File: src/hw/rtl/pfma_pkg.sv
// package for the prime field modular alu
// holds operation codes, controller/datapath command and status types
// no dependencies
`default_nettype none

package pfma_pkg;

  // operation select codes
  localparam logic [1:0] FUNC_MUL = 2'd0;
  localparam logic [1:0] FUNC_SUB = 2'd1;
  localparam logic [1:0] FUNC_POW = 2'd2;

  localparam int OPND_BITS = 31;
  localparam int EXP_BITS  = 31;
  localparam int EXP_CNT_BITS = 5;
  localparam logic [31:0] MODULUS_RESET = 32'h7fff_ffff;

  // number of bits scanned by the shift-add multiplier
  function automatic int mul_steps(input int mb);
    mul_steps = (mb > OPND_BITS) ? mb : OPND_BITS;
  endfunction

  typedef enum logic [3:0] {
    CMD_NONE,
    CMD_LOAD,
    CMD_MUL_START,
    CMD_MUL_STEP,
    CMD_MUL_WB,
    CMD_SUB,
    CMD_PONE,
    CMD_ZERO,
    CMD_EXP_SHIFT,
    CMD_PUBLISH
  } cmd_op_t;

  // multiplier jobs: operand sources and write-back target
  typedef enum logic [2:0] {
    MOP_RED_A,
    MOP_RED_B,
    MOP_MUL,
    MOP_ACC,
    MOP_SQR
  } mop_t;

  typedef struct packed {
    cmd_op_t op;
    mop_t    mop;
  } cmd_t;

  typedef struct packed {
    logic [1:0] func;
    logic       m_small;
    logic       exp_bit;
  } status_t;

endpackage : pfma_pkg

`default_nettype wire

File: src/hw/rtl/pfma_dpath.sv
// datapath of the prime field modular alu: modulus register, operand
// registers, shift-add modular multiplier, subtractor, result register
// depends on pfma_pkg
`default_nettype none

module pfma_dpath
  import pfma_pkg::*;
#(
  parameter int MODULUS_BITS = 31
) (
  input  wire logic                    clk,
  input  wire logic                    rst,
  input  wire logic                    cfg_we,
  input  wire logic [MODULUS_BITS-1:0] cfg_data,
  input  wire logic [1:0]              func,
  input  wire logic [OPND_BITS-1:0]    operand_a,
  input  wire logic [OPND_BITS-1:0]    operand_b,
  input  wire cmd_t                    cmd,
  output status_t                      status,
  output logic [MODULUS_BITS-1:0]      result
);

  localparam int MB = MODULUS_BITS;
  localparam int XW = mul_steps(MODULUS_BITS);
  localparam logic [MB-1:0] MOD_RESET = MB'(MODULUS_RESET);

  logic [MB-1:0]        m;
  logic [1:0]           func_r;
  logic [OPND_BITS-1:0] opa;
  logic [OPND_BITS-1:0] opb;
  logic [EXP_BITS-1:0]  expo;
  logic [MB-1:0]        ra;
  logic [MB-1:0]        rb;
  logic [MB-1:0]        pr;
  logic [XW-1:0]        xr;
  logic [MB-1:0]        y;
  logic [MB-1:0]        acc;

  logic [MB+1:0] t;
  logic [MB+1:0] m1;
  logic [MB+1:0] m2;
  logic [MB+1:0] step_val;
  logic [MB:0]   diff;
  logic [XW-1:0] x_sel;
  logic [MB-1:0] y_sel;

  // one multiplier step: 2*acc + bit*y lies below 3m, so subtract 0, m or 2m
  always_comb begin
    m1 = {2'b00, m};
    m2 = {1'b0, m, 1'b0};
    t  = {1'b0, acc, 1'b0} + (xr[XW-1] ? {2'b00, y} : '0);
    if (t >= m2) begin
      step_val = t - m2;
    end else if (t >= m1) begin
      step_val = t - m1;
    end else begin
      step_val = t;
    end
  end

  always_comb begin
    if (ra >= rb) begin
      diff = {1'b0, ra} - {1'b0, rb};
    end else begin
      diff = {1'b0, ra} + {1'b0, m} - {1'b0, rb};
    end
  end

  always_comb begin
    case (cmd.mop)
      MOP_RED_A: begin
        x_sel = XW'(opa);
        y_sel = MB'(1);
      end
      MOP_RED_B: begin
        x_sel = XW'(opb);
        y_sel = MB'(1);
      end
      MOP_MUL: begin
        x_sel = XW'(ra);
        y_sel = rb;
      end
      MOP_ACC: begin
        x_sel = XW'(pr);
        y_sel = ra;
      end
      MOP_SQR: begin
        x_sel = XW'(ra);
        y_sel = ra;
      end
      default: begin
        x_sel = '0;
        y_sel = '0;
      end
    endcase
  end

  always_ff @(posedge clk) begin
    if (rst) begin
      m <= MOD_RESET;
    end else if (cfg_we) begin
      m <= cfg_data;
    end
  end

  always_ff @(posedge clk) begin
    case (cmd.op)
      CMD_LOAD: begin
        func_r <= func;
        opa    <= operand_a;
        opb    <= operand_b;
        expo   <= operand_b;
      end
      CMD_MUL_START: begin
        xr  <= x_sel;
        y   <= y_sel;
        acc <= '0;
      end
      CMD_MUL_STEP: begin
        xr  <= {xr[XW-2:0], 1'b0};
        acc <= step_val[MB-1:0];
      end
      CMD_MUL_WB: begin
        case (cmd.mop)
          MOP_RED_A: ra <= acc;
          MOP_RED_B: rb <= acc;
          MOP_SQR:   ra <= acc;
          default:   pr <= acc;
        endcase
      end
      CMD_SUB:       pr <= diff[MB-1:0];
      CMD_PONE:      pr <= MB'(1);
      CMD_ZERO:      pr <= '0;
      CMD_EXP_SHIFT: expo <= {1'b0, expo[EXP_BITS-1:1]};
      CMD_PUBLISH:   result <= pr;
      default: ;
    endcase
  end

  assign status.func    = func_r;
  assign status.m_small = (m < MB'(2));
  assign status.exp_bit = expo[0];

endmodule : pfma_dpath

`default_nettype wire

File: src/hw/rtl/pfma_ctrl.sv
// controller of the prime field modular alu: sequences reductions,
// multiplies and exponent scan, and owns the handshakes
// depends on pfma_pkg
`default_nettype none

module pfma_ctrl
  import pfma_pkg::*;
#(
  parameter int MODULUS_BITS = 31
) (
  input  wire logic    clk,
  input  wire logic    rst,
  input  wire logic    in_valid,
  output logic         in_stall,
  output logic         out_valid,
  input  wire logic    out_stall,
  input  wire status_t status,
  output cmd_t         cmd
);

  localparam int XW = mul_steps(MODULUS_BITS);
  localparam int CW = $clog2(XW);

  typedef enum logic [3:0] {
    S_IDLE,
    S_DISPATCH,
    S_MSTART,
    S_MSTEP,
    S_MWB,
    S_SUB,
    S_PONE,
    S_EBIT,
    S_ESHIFT,
    S_DONE
  } state_t;

  state_t                  state;
  mop_t                    mop;
  logic [CW-1:0]           cnt;
  logic [EXP_CNT_BITS-1:0] ecnt;
  logic                    out_free;

  assign in_stall = (state != S_IDLE);
  assign out_free = !out_valid || !out_stall;

  always_comb begin
    cmd.mop = mop;
    case (state)
      S_IDLE:     cmd.op = in_valid ? CMD_LOAD : CMD_NONE;
      S_DISPATCH: cmd.op = (status.m_small || status.func > FUNC_POW) ? CMD_ZERO : CMD_NONE;
      S_MSTART:   cmd.op = CMD_MUL_START;
      S_MSTEP:    cmd.op = CMD_MUL_STEP;
      S_MWB:      cmd.op = CMD_MUL_WB;
      S_SUB:      cmd.op = CMD_SUB;
      S_PONE:     cmd.op = CMD_PONE;
      S_ESHIFT:   cmd.op = CMD_EXP_SHIFT;
      S_DONE:     cmd.op = out_free ? CMD_PUBLISH : CMD_NONE;
      default:    cmd.op = CMD_NONE;
    endcase
  end

  always_ff @(posedge clk) begin
    if (rst) begin
      state     <= S_IDLE;
      mop       <= MOP_RED_A;
      cnt       <= '0;
      ecnt      <= '0;
      out_valid <= 1'b0;
    end else begin
      // a new result takes the output register as soon as it is free
      if (state == S_DONE && out_free) begin
        out_valid <= 1'b1;
      end else if (!out_stall) begin
        out_valid <= 1'b0;
      end
      case (state)
        S_IDLE: begin
          if (in_valid) begin
            state <= S_DISPATCH;
          end
        end
        S_DISPATCH: begin
          if (status.m_small || status.func > FUNC_POW) begin
            state <= S_DONE;
          end else begin
            mop   <= MOP_RED_A;
            state <= S_MSTART;
          end
        end
        S_MSTART: begin
          cnt   <= '0;
          state <= S_MSTEP;
        end
        S_MSTEP: begin
          cnt <= cnt + CW'(1);
          if (cnt == CW'(XW - 1)) begin
            state <= S_MWB;
          end
        end
        S_MWB: begin
          case (mop)
            MOP_RED_A: begin
              if (status.func == FUNC_POW) begin
                state <= S_PONE;
              end else begin
                mop   <= MOP_RED_B;
                state <= S_MSTART;
              end
            end
            MOP_RED_B: begin
              if (status.func == FUNC_MUL) begin
                mop   <= MOP_MUL;
                state <= S_MSTART;
              end else begin
                state <= S_SUB;
              end
            end
            MOP_ACC: begin
              mop   <= MOP_SQR;
              state <= S_MSTART;
            end
            MOP_SQR: state <= S_ESHIFT;
            default: state <= S_DONE;
          endcase
        end
        S_SUB: state <= S_DONE;
        S_PONE: begin
          ecnt  <= '0;
          state <= S_EBIT;
        end
        S_EBIT: begin
          mop   <= status.exp_bit ? MOP_ACC : MOP_SQR;
          state <= S_MSTART;
        end
        S_ESHIFT: begin
          ecnt <= ecnt + EXP_CNT_BITS'(1);
          if (ecnt == EXP_CNT_BITS'(EXP_BITS - 1)) begin
            state <= S_DONE;
          end else begin
            state <= S_EBIT;
          end
        end
        S_DONE: begin
          if (out_free) begin
            state <= S_IDLE;
          end
        end
        default: state <= S_IDLE;
      endcase
    end
  end

endmodule : pfma_ctrl

`default_nettype wire

File: src/hw/rtl/prime_field_modular_alu_core.sv
// top level of the prime field modular alu
// joins pfma_ctrl and pfma_dpath; depends on pfma_pkg
`default_nettype none

// Modular arithmetic over a prime field whose modulus (below 2^MODULUS_BITS)
// sits in a configuration register, reset to 2^31-1. Each item carries func
// (0 multiply, 1 subtract, 2 power) and two 31-bit operands; one result item
// comes back per item. Operands are first reduced modulo the modulus (for
// power only the base), then multiply gives a*b mod p, subtract gives a-b
// mod p, power gives a^b mod p by right-to-left square-and-multiply over all
// 31 exponent bits (exponent zero gives 1). A modulus of 0 or 1, or func 3,
// gives 0. Everything goes through one shift-add modular multiplier that
// scans one multiplier bit per cycle, S steps with S = 31 or MODULUS_BITS if
// larger, for each multiplier job (reduction, product or square). Multiply
// runs three jobs, subtract two reductions and then the subtraction, power
// one reduction, then a square for each exponent bit and a product for each
// set bit; a zero result runs no job. The block then returns to idle before
// it can accept the next item, and it holds a finished result for as long
// as an earlier one still waits in the output register. One item is worked
// on at a time; in_stall is high from acceptance until its result is
// written to the output register. The output register lets the next item
// be accepted while an earlier result waits to be taken.
// Write the modulus only while the block is idle.
module prime_field_modular_alu_core
  import pfma_pkg::*;
#(
  parameter int MODULUS_BITS = 31
) (
  input  wire logic                    clk,
  input  wire logic                    rst,
  // configuration
  input  wire logic                    cfg_we,
  input  wire logic [MODULUS_BITS-1:0] cfg_data,
  // input items
  input  wire logic                    in_valid,
  output logic                         in_stall,
  input  wire logic [1:0]              func,
  input  wire logic [OPND_BITS-1:0]    operand_a,
  input  wire logic [OPND_BITS-1:0]    operand_b,
  // result items
  output logic                         out_valid,
  input  wire logic                    out_stall,
  output logic [MODULUS_BITS-1:0]      result
);

  // command from sequencer to datapath, status back
  cmd_t    cmd;
  status_t status;

  pfma_ctrl #(
    .MODULUS_BITS(MODULUS_BITS)
  ) u_ctrl (
    .clk       (clk),
    .rst       (rst),
    .in_valid  (in_valid),
    .in_stall  (in_stall),
    .out_valid (out_valid),
    .out_stall (out_stall),
    .status    (status),
    .cmd       (cmd)
  );

  // datapath captures the item on the accepting edge and holds the result
  pfma_dpath #(
    .MODULUS_BITS(MODULUS_BITS)
  ) u_dpath (
    .clk       (clk),
    .rst       (rst),
    .cfg_we    (cfg_we),
    .cfg_data  (cfg_data),
    .func      (func),
    .operand_a (operand_a),
    .operand_b (operand_b),
    .cmd       (cmd),
    .status    (status),
    .result    (result)
  );

endmodule : prime_field_modular_alu_core

`default_nettype wire

File: config.mk
export PLATFORM = sky130hd
export DESIGN_NAME = prime_field_modular_alu_core
export DESIGN_NICKNAME = d
export VERILOG_FILES = /design/src/hw/rtl/pfma_pkg.sv /design/src/hw/rtl/pfma_dpath.sv /design/src/hw/rtl/pfma_ctrl.sv /design/src/hw/rtl/prime_field_modular_alu_core.sv
export SDC_FILE = /design/constraint.sdc
export NUM_CORES = 1
export LEC_CHECK = 0
export BUFFER_PORTS_ARGS = -buffer_cell sky130_fd_sc_hd__buf_4
export CAP_MARGIN = 0
export CORE_ASPECT_RATIO = 1.4
export CORE_MARGIN = 2
export CORE_UTILIZATION = 39
export CTS_CLUSTER_DIAMETER = 100
export DETAILED_ROUTE_END_ITERATION = 6
export SYNTH_ARGS = -nofsm -noshare
export SYNTH_HDL_FRONTEND = slang
export SYNTH_SLANG_ARGS = --single-unit
File: constraint.sdc
create_clock -name clk -period 6 [get_ports clk]
set_input_delay 0.6 -clock clk [delete_from_list [all_inputs] [get_ports clk]]
set_output_delay 0.6 -clock clk [all_outputs]
set_load 0.05 [all_outputs]
# [After elaboration in Yosys (flattened, before gate mapping)]
# Index checks and enable logic that the tools add are counted.
[totals] register_bits=361 latchBits=0 ram_bits=0 mem_bits_ro=0 input_bits=100 out_inout_bits=33 word_cells=123 n_memories=0
[op_classes] add_sub_neg=8 multipliers=0 div=0 order_cmp=5 eq_ne=34 n_shift=0 mux=34 n_bitwise=0 n_reduce_logical=25
[ops] cell="31-bit one-hot mux with 4 select lines" count=2
[ops] cell="31-bit one-hot mux with 2 select lines" count=3
[ops] cell="31-bit two-way mux" count=5
[ops] cell="31-bit subtractor" count=4
[ops] cell="31-bit one-hot mux with 3 select lines" count=1
[ops] cell="4-bit one-hot mux with 10 select lines" count=1
[ops] cell="4-bit one-hot mux with 9 select lines" count=1
[ops] cell="32-bit by 31-bit adder with 33-bit output" count=1
[ops] cell="33-bit by 31-bit >= comparator with 1-bit output" count=1
[ops] cell="33-bit by 32-bit >= comparator with 1-bit output" count=1
[ops] cell="4-bit by 3-bit equality test with 1-bit output, second input constant" count=8
[ops] cell="31-bit adder" count=1
[ops] cell="31-bit >= comparator" count=1
[ops] cell="31-bit by 2-bit < comparator with 1-bit output, second input constant" count=1
[ops] cell="4-bit two-way mux" count=6
[ops] cell="3-bit two-way mux" count=7
[ops] cell="5-bit one-hot mux with 2 select lines" count=2
[ops] cell="3-bit one-hot mux with 3 select lines" count=2
[ops] cell="4-bit by 2-bit equality test with 1-bit output, second input constant" count=4
[ops] cell="4-bit equality test, second input constant" count=4
[ops] cell="4-bit one-hot mux with 4 select lines" count=1
[ops] cell="5-bit by 1-bit adder with 5-bit output, second input constant" count=2
[ops] cell="5-bit equality test, second input constant" count=2
[ops] cell="4-bit by 1-bit equality test with 1-bit output, second input constant" count=2
[ops] cell="25 further kinds" count=43

# [Logic depth before layout (Yosys ltp)]
[depth] word_depth=7 mapped_depth=25 mapped_depth_nobuf=22

# [By module]
# From an unflattened synthesis, not the netlist that was laid out.
[hier_totals] cells_unflattened=2377 hier_area_um2=23825.4
[by_module_without_submodules] module="pfma_dpath" instances=1 cells_each=2216 area_per_inst_um2=22501.6 seq_area_each_um2=9989.6
[by_module_without_submodules] module="pfma_ctrl" instances=1 cells_each=161 area_per_inst_um2=1323.8 seq_area_each_um2=360.3

# [Least setup slack after synthesis]
# OpenSTA, ideal clock, no wires.
[synth_timing] kind="reg2reg" startpoint="register u_ctrl.state[1]" endpoint="register u_dpath.pr[0] (enable)" setup_time_ns=0.734 arrival_ns=5.772 t_required_ns=5.266 setup_slack_ns=-0.506 path_stages_with_launch=6 n_path_buf=1 period_less_slack_ns=6.506 cell_sequence="dfxtp_1 -> clkbuf_1 -> nor2_1 -> nand2_1 -> nor4_1 -> nor3_1"
[synth_between] elab_chain_len=5 elab_cells_between_ends=17 classes_between="eq/ne: 13; mux: 1; reduce/logical: 3"
[synth_lines] item="start, declared" line_no="pfma_ctrl.sv:37" rtl="state_t state;"
[synth_lines] item="start signal, assigned" line_no="pfma_ctrl.sv:64" rtl="state <= S_IDLE;"
[synth_lines] item="start signal, assigned" line_no="pfma_ctrl.sv:79" rtl="state <= S_DISPATCH;"
[synth_lines] item="start signal, assigned" line_no="pfma_ctrl.sv:84" rtl="state <= S_DONE;"
[synth_lines] item="4-bit equality test (tied with other cells)" line_no="pfma_ctrl.sv:48" rtl="case (state)"
[synth_lines] item="4-bit one-hot mux with 9 select lines *" line_no="pfma_ctrl.sv:48"
[synth_lines] item="4-bit by 3-bit equality test with 1-bit output" line_no="pfma_dpath.sv:107" rtl="case (cmd.op)"
[synth_lines] item="4-bit nonzero test (no line) / 2-bit inequality test (equally long branches)"
[synth_lines] item="2-bit AND reduction (no line) *"
[synth_lines] item="end signal, assigned" line_no="pfma_dpath.sv:131" rtl="CMD_SUB: pr <= diff[MB-1:0];"
[synth_lines] item="end, declared" line_no="pfma_dpath.sv:34" rtl="logic [MB-1:0] pr;"
# Mark *: on every way between the ends. The rest lies on a longest branch, timed or not.
# A chain may end at the register's enable or synchronous reset.

# [Worst setup path in the final report]
[layout_timing] startpoint="register u_dpath.xr[30]" endpoint="register u_dpath.acc[30], data pin"
[layout_between] elab_chain_len=6 elab_cells_between_ends=9 classes_between="add/sub: 3; order compare: 2; mux: 4"
[layout_lines] item="start, declared" line_no="pfma_dpath.sv:35" rtl="logic [XW-1:0] xr;"
[layout_lines] item="start signal, assigned" line_no="pfma_dpath.sv:115" rtl="xr <= x_sel;"
[layout_lines] item="start signal, assigned" line_no="pfma_dpath.sv:120" rtl="xr <= {xr[XW-2:0], 1'b0};"
[layout_lines] item="31-bit two-way mux *" line_no="pfma_dpath.sv:51" rtl="t = {1'b0, acc, 1'b0} + (xr[XW-1] ? {2'b00, y} : '0);"
[layout_lines] item="32-bit by 31-bit adder with 33-bit output *" line_no="pfma_dpath.sv:51"
[layout_lines] item="31-bit subtractor / 33-bit by 31-bit >= comparator with 1-bit output (equally long branches)" line_no="pfma_dpath.sv:55, pfma_dpath.sv:54"
[layout_lines] item="31-bit two-way mux" line_no="pfma_dpath.sv:54" rtl="end else if (t >= m1) begin"
[layout_lines] item="31-bit two-way mux *" line_no="pfma_dpath.sv:52" rtl="if (t >= m2) begin"
[layout_lines] item="31-bit one-hot mux with 2 select lines *" line_no="pfma_dpath.sv:107"
[layout_lines] item="end signal, assigned" line_no="pfma_dpath.sv:121" rtl="acc <= step_val[MB-1:0];"
[layout_lines] item="end, declared" line_no="pfma_dpath.sv:37" rtl="logic [MB-1:0] acc;"
# Marked as above.

==> impl_results.md <==
- Hold Crit Class: in -> reg
- Net Sw Frac: 40.3%
- Clock Pin Slew Worst Setup and Hold Paths: 60 ps
- Worst setup EP type: flop
- Inserted Diodes: 0
- Wire length per cell: 21.4 µm
- Internal power: 6620 µW
- Vias: 19,100
- Worst path top cell family by delay: compound AO/OA/AOI/OAI gates
- #FFs+latches synth: 361
- Leakage power: 0.0113 µW
- Initial antenna violation count: 1
- Fmax: 178 MHz
- H-tree lvl count: 2
- Power Density: 409 mW/mm²
- Slew margin rel.: 23.8%
- Switching power: 4470 µW
- Least-Margin Pin Slew: 1140 ps
- Clock Path Buffers: 3
- P&R area growth vs syn: 13.8%
- Worst-path maximum fanout: 7
- Ys Warns: 0
- IO Count: 133
- DRT antenna net count: 0
- Clk pwr share: 22.8%
- RSZ-0062 raised after global routing: false
- Register area share after synthesis: 43.5%
- Worst Setup Path Type: reg -> reg
- Via/cell ratio: 5.59
- CTS root buffer: clkbuf_16
- R2R setup slack: 380 ps
- Die area: 0.0631 mm²
- CP cell instances: and2_1 > ha_1 > fa_1 > a211oi_2 > o21ai_0 > a31o_2 > a21o_1 > a21oi_1 > xnor2_1 > buf_4 > ha_1 > nand3_1 > nor3_1 > o311a_1 > nor2_1 > a21oi_1 > a2111oi_0 > nor3_1 > xor2_1 > nor2_1 > a211oi_2
- Die Height: 296 µm
- Peak supply drop: 198 µV
- Setup crit start kind: flop
- Largest net degree at the start of global routing: 66
- Top FF cell, synth: edfxtp_1
- Max-slew violation count: 0
- Post-Synthesis Cell Area: 0.0238 mm²
- Nets: 2,865
- Worst r2r dst: u_dpath.acc[30]$_SDFFCE_PN0P_
- Async SR Flop Fraction: 0%
- FF-to-FF path depth: 21
- Die width: 213 µm
- Synth Area per Inst: 9.67 µm²
- Max stage delay on crit path: 470 ps
- Req. time, crit path: 6400 ps
- Placer Congestion: 0.928
- Clock latency on the worst-skew pair: 580 ps
- Layout fillers: 5,795
- Setup TNS: 0 ps
- CTS Sinks: 361
- Port bufs: 132
- Syn Nets: 2,754
- TritonCTS Buffers: 40
- Drt initial violations: 1,593
- Residual DRC count: 0
- Sequential share of power: 32.3%
- Vias in the first global route: 19,000
- Final period util: 93.7%
- Final HPWL DP: 56,500 µm
- Initial core utilization: 39.3%
- Status: finished clean
- Hold_sp: operand_a[23]
- Core area: 0.0606 mm²
- TritonCTS clock tree: built
- Final setup fails: 0
- EDFF count, synth: 312
- Crit path DAT: 6020 ps
- Total GRT Usage: 23.0%
- Final Hold Viols: 0
- Grt total ovfl: 0
- Maxcap violations: 0
- Synth Instances: 2,462
- Post-layout minimum cycle time: 5620 ps
- Comb power frac: 44.9%
- Count of cell types in the netlist: 83
- CP max stage cell: nor3_1
- Critical path buffers and inverters: 1
- First-pass GRT wire length: 110,000 µm
- Hold_ws: 196 ps
- FP Rows: 107
- Hold path depth: 1
- Worst Hold End: u_dpath.opa[23]$_DFFE_PP_
- Clk_skew: 12.6 ps
- Routed wire length: 73,400 µm
- TritonRoute pass-1 iters: 5
- Share of layout cells above drive strength 1: 11.3%
- RR Startpoint: u_dpath.xr[30]$_DFFE_PP_
[final cells by class]
cell class / instances / area, µm² / share of cell area (%)
clock inverter: 20 / 165 / 0.609
sequential: 361 / 10400 / 38.2
multi-input combinational: 1805 / 12400 / 45.7
tap: 817 / 1020 / 3.77
timing repair buffer: 166 / 1250 / 4.63
inverter: 199 / 747 / 2.76
clock buffer: 54 / 1170 / 4.30
[worst max-delay path by stage]
stage	from	to	slack [ps]	cells past startpoint
after floorplan	u_dpath.xr[30]$_DFFE_PP_	u_dpath.acc[30]$_SDFFCE_PN0P_	940	22
after global placement	u_dpath.xr[30]$_DFFE_PP_	u_dpath.acc[18]$_SDFFCE_PN0P_	290	23
after detailed placement	u_dpath.xr[30]$_DFFE_PP_	u_dpath.acc[2]$_SDFFCE_PN0P_	200	23
after CTS	u_dpath.xr[30]$_DFFE_PP_	u_dpath.acc[3]$_SDFFCE_PN0P_	150	23
after global routing	u_dpath.xr[30]$_DFFE_PP_	u_dpath.acc[18]$_SDFFCE_PN0P_	60	23
final	u_dpath.xr[30]$_DFFE_PP_	u_dpath.acc[30]$_SDFFCE_PN0P_	380	21
[repair_timing]
| item | 4_1_cts | 5_1_grt |
|---|---|---|
| hold buffers | 0 | 0 |
| setup endpoints to repair | 0 | 31 |
| gates resized for setup | 0 | 12 |
| buffers inserted | 0 | 2 |
[cells in the final DEF (no fill, tap or decap), drive strengths merged, types with 54 or more instances in the layout]
master,instances
a21oi,243
ha,158
clkbuf,54
buf,166
nor2,189
nand2,267
mux2i,55
edfxtp,312
inv,203
o21ai,156
a21o,80
xnor2,83
[cells in the mapped netlist (all sizes together), types with 37 or more instances]
library cell  number  area share (%)
nor2             189             3.0
xor2              48             1.8
nor3              37            0.80
mux2i             55             2.3
dfxtp             49             4.1
nand2            267             4.2
inv              199             3.1
edfxtp           312              39
xnor2             83             3.1
clkbuf            70             1.1
o21ai            156             3.3
a21oi            243             5.1
o211ai            44             1.4
ha               158             8.3
a21o              80             2.5
and2              40             1.1
[worst register-to-register path, cell delays in order (launching register included)]
cell	delay, ps
edfxtp_1	450
and2_1	180
ha_1	210
fa_1	430
a211oi_2	260
o21ai_0	170
a31o_2	330
a21o_1	190
a21oi_1	170
xnor2_1	120
buf_4	160
ha_1	380
nand3_1	250
nor3_1	470
o311a_1	290
nor2_1	130
a21oi_1	370
a2111oi_0	180
nor3_1	250
xor2_1	190
nor2_1	70
a211oi_2	200
[logic make-up after synthesis]
family / after synthesis / synth area share, %
adders and majority gates: 192 / 11.2
DFF: 361 / 43.5
AOI/OAI and AO/OA: 734 / 19.9
buffers and inverters: 296 / 4.88
and+or+nand+nor: 687 / 13.1
muxes: 61 / 2.64
xor gates and xnor gates: 131 / 4.82
[per-layer routing]
metal	GRT usage, %	vias to the layer above	wire length [µm]
met5	0	-	13
met4	8.75	2	2830
met3	2.54	146	2690
met2	43.2	522	39100
met1	26.5	9304	28700
li1	-	9141	-
[power groups by stage]
stage | combinational (µW) | clock (µW) | sequential, µW
CTS | 4940 | 2580 | 3580
global placement | 4890 | 0 | 3630
detailed placement | 4910 | 0 | 3630
global route | 5490 | 2660 | 3620
finish | 4970 | 2530 | 3580
floorplan | 3610 | 0 | 3520
[per-stage QoR]
step / utilization [%] / total power [µW] / area, µm² / setup slack (ps) / std cells
2_1_floorplan: - / 7130 / 23800 / 938 / 2462
3_3_place_gp: 42.4 / 8510 / 25700 / 290 / 3346
3_5_place_dp: 42.4 / 8540 / 25700 / 202 / 3346
4_1_cts: 44.6 / 11100 / 27000 / 154 / 3420
5_1_grt: 44.7 / 11800 / 27100 / 60.1 / 3422
6_report: 44.7 / 11100 / 27100 / 377 / 3422
Power figures use the tool's default switching activity.
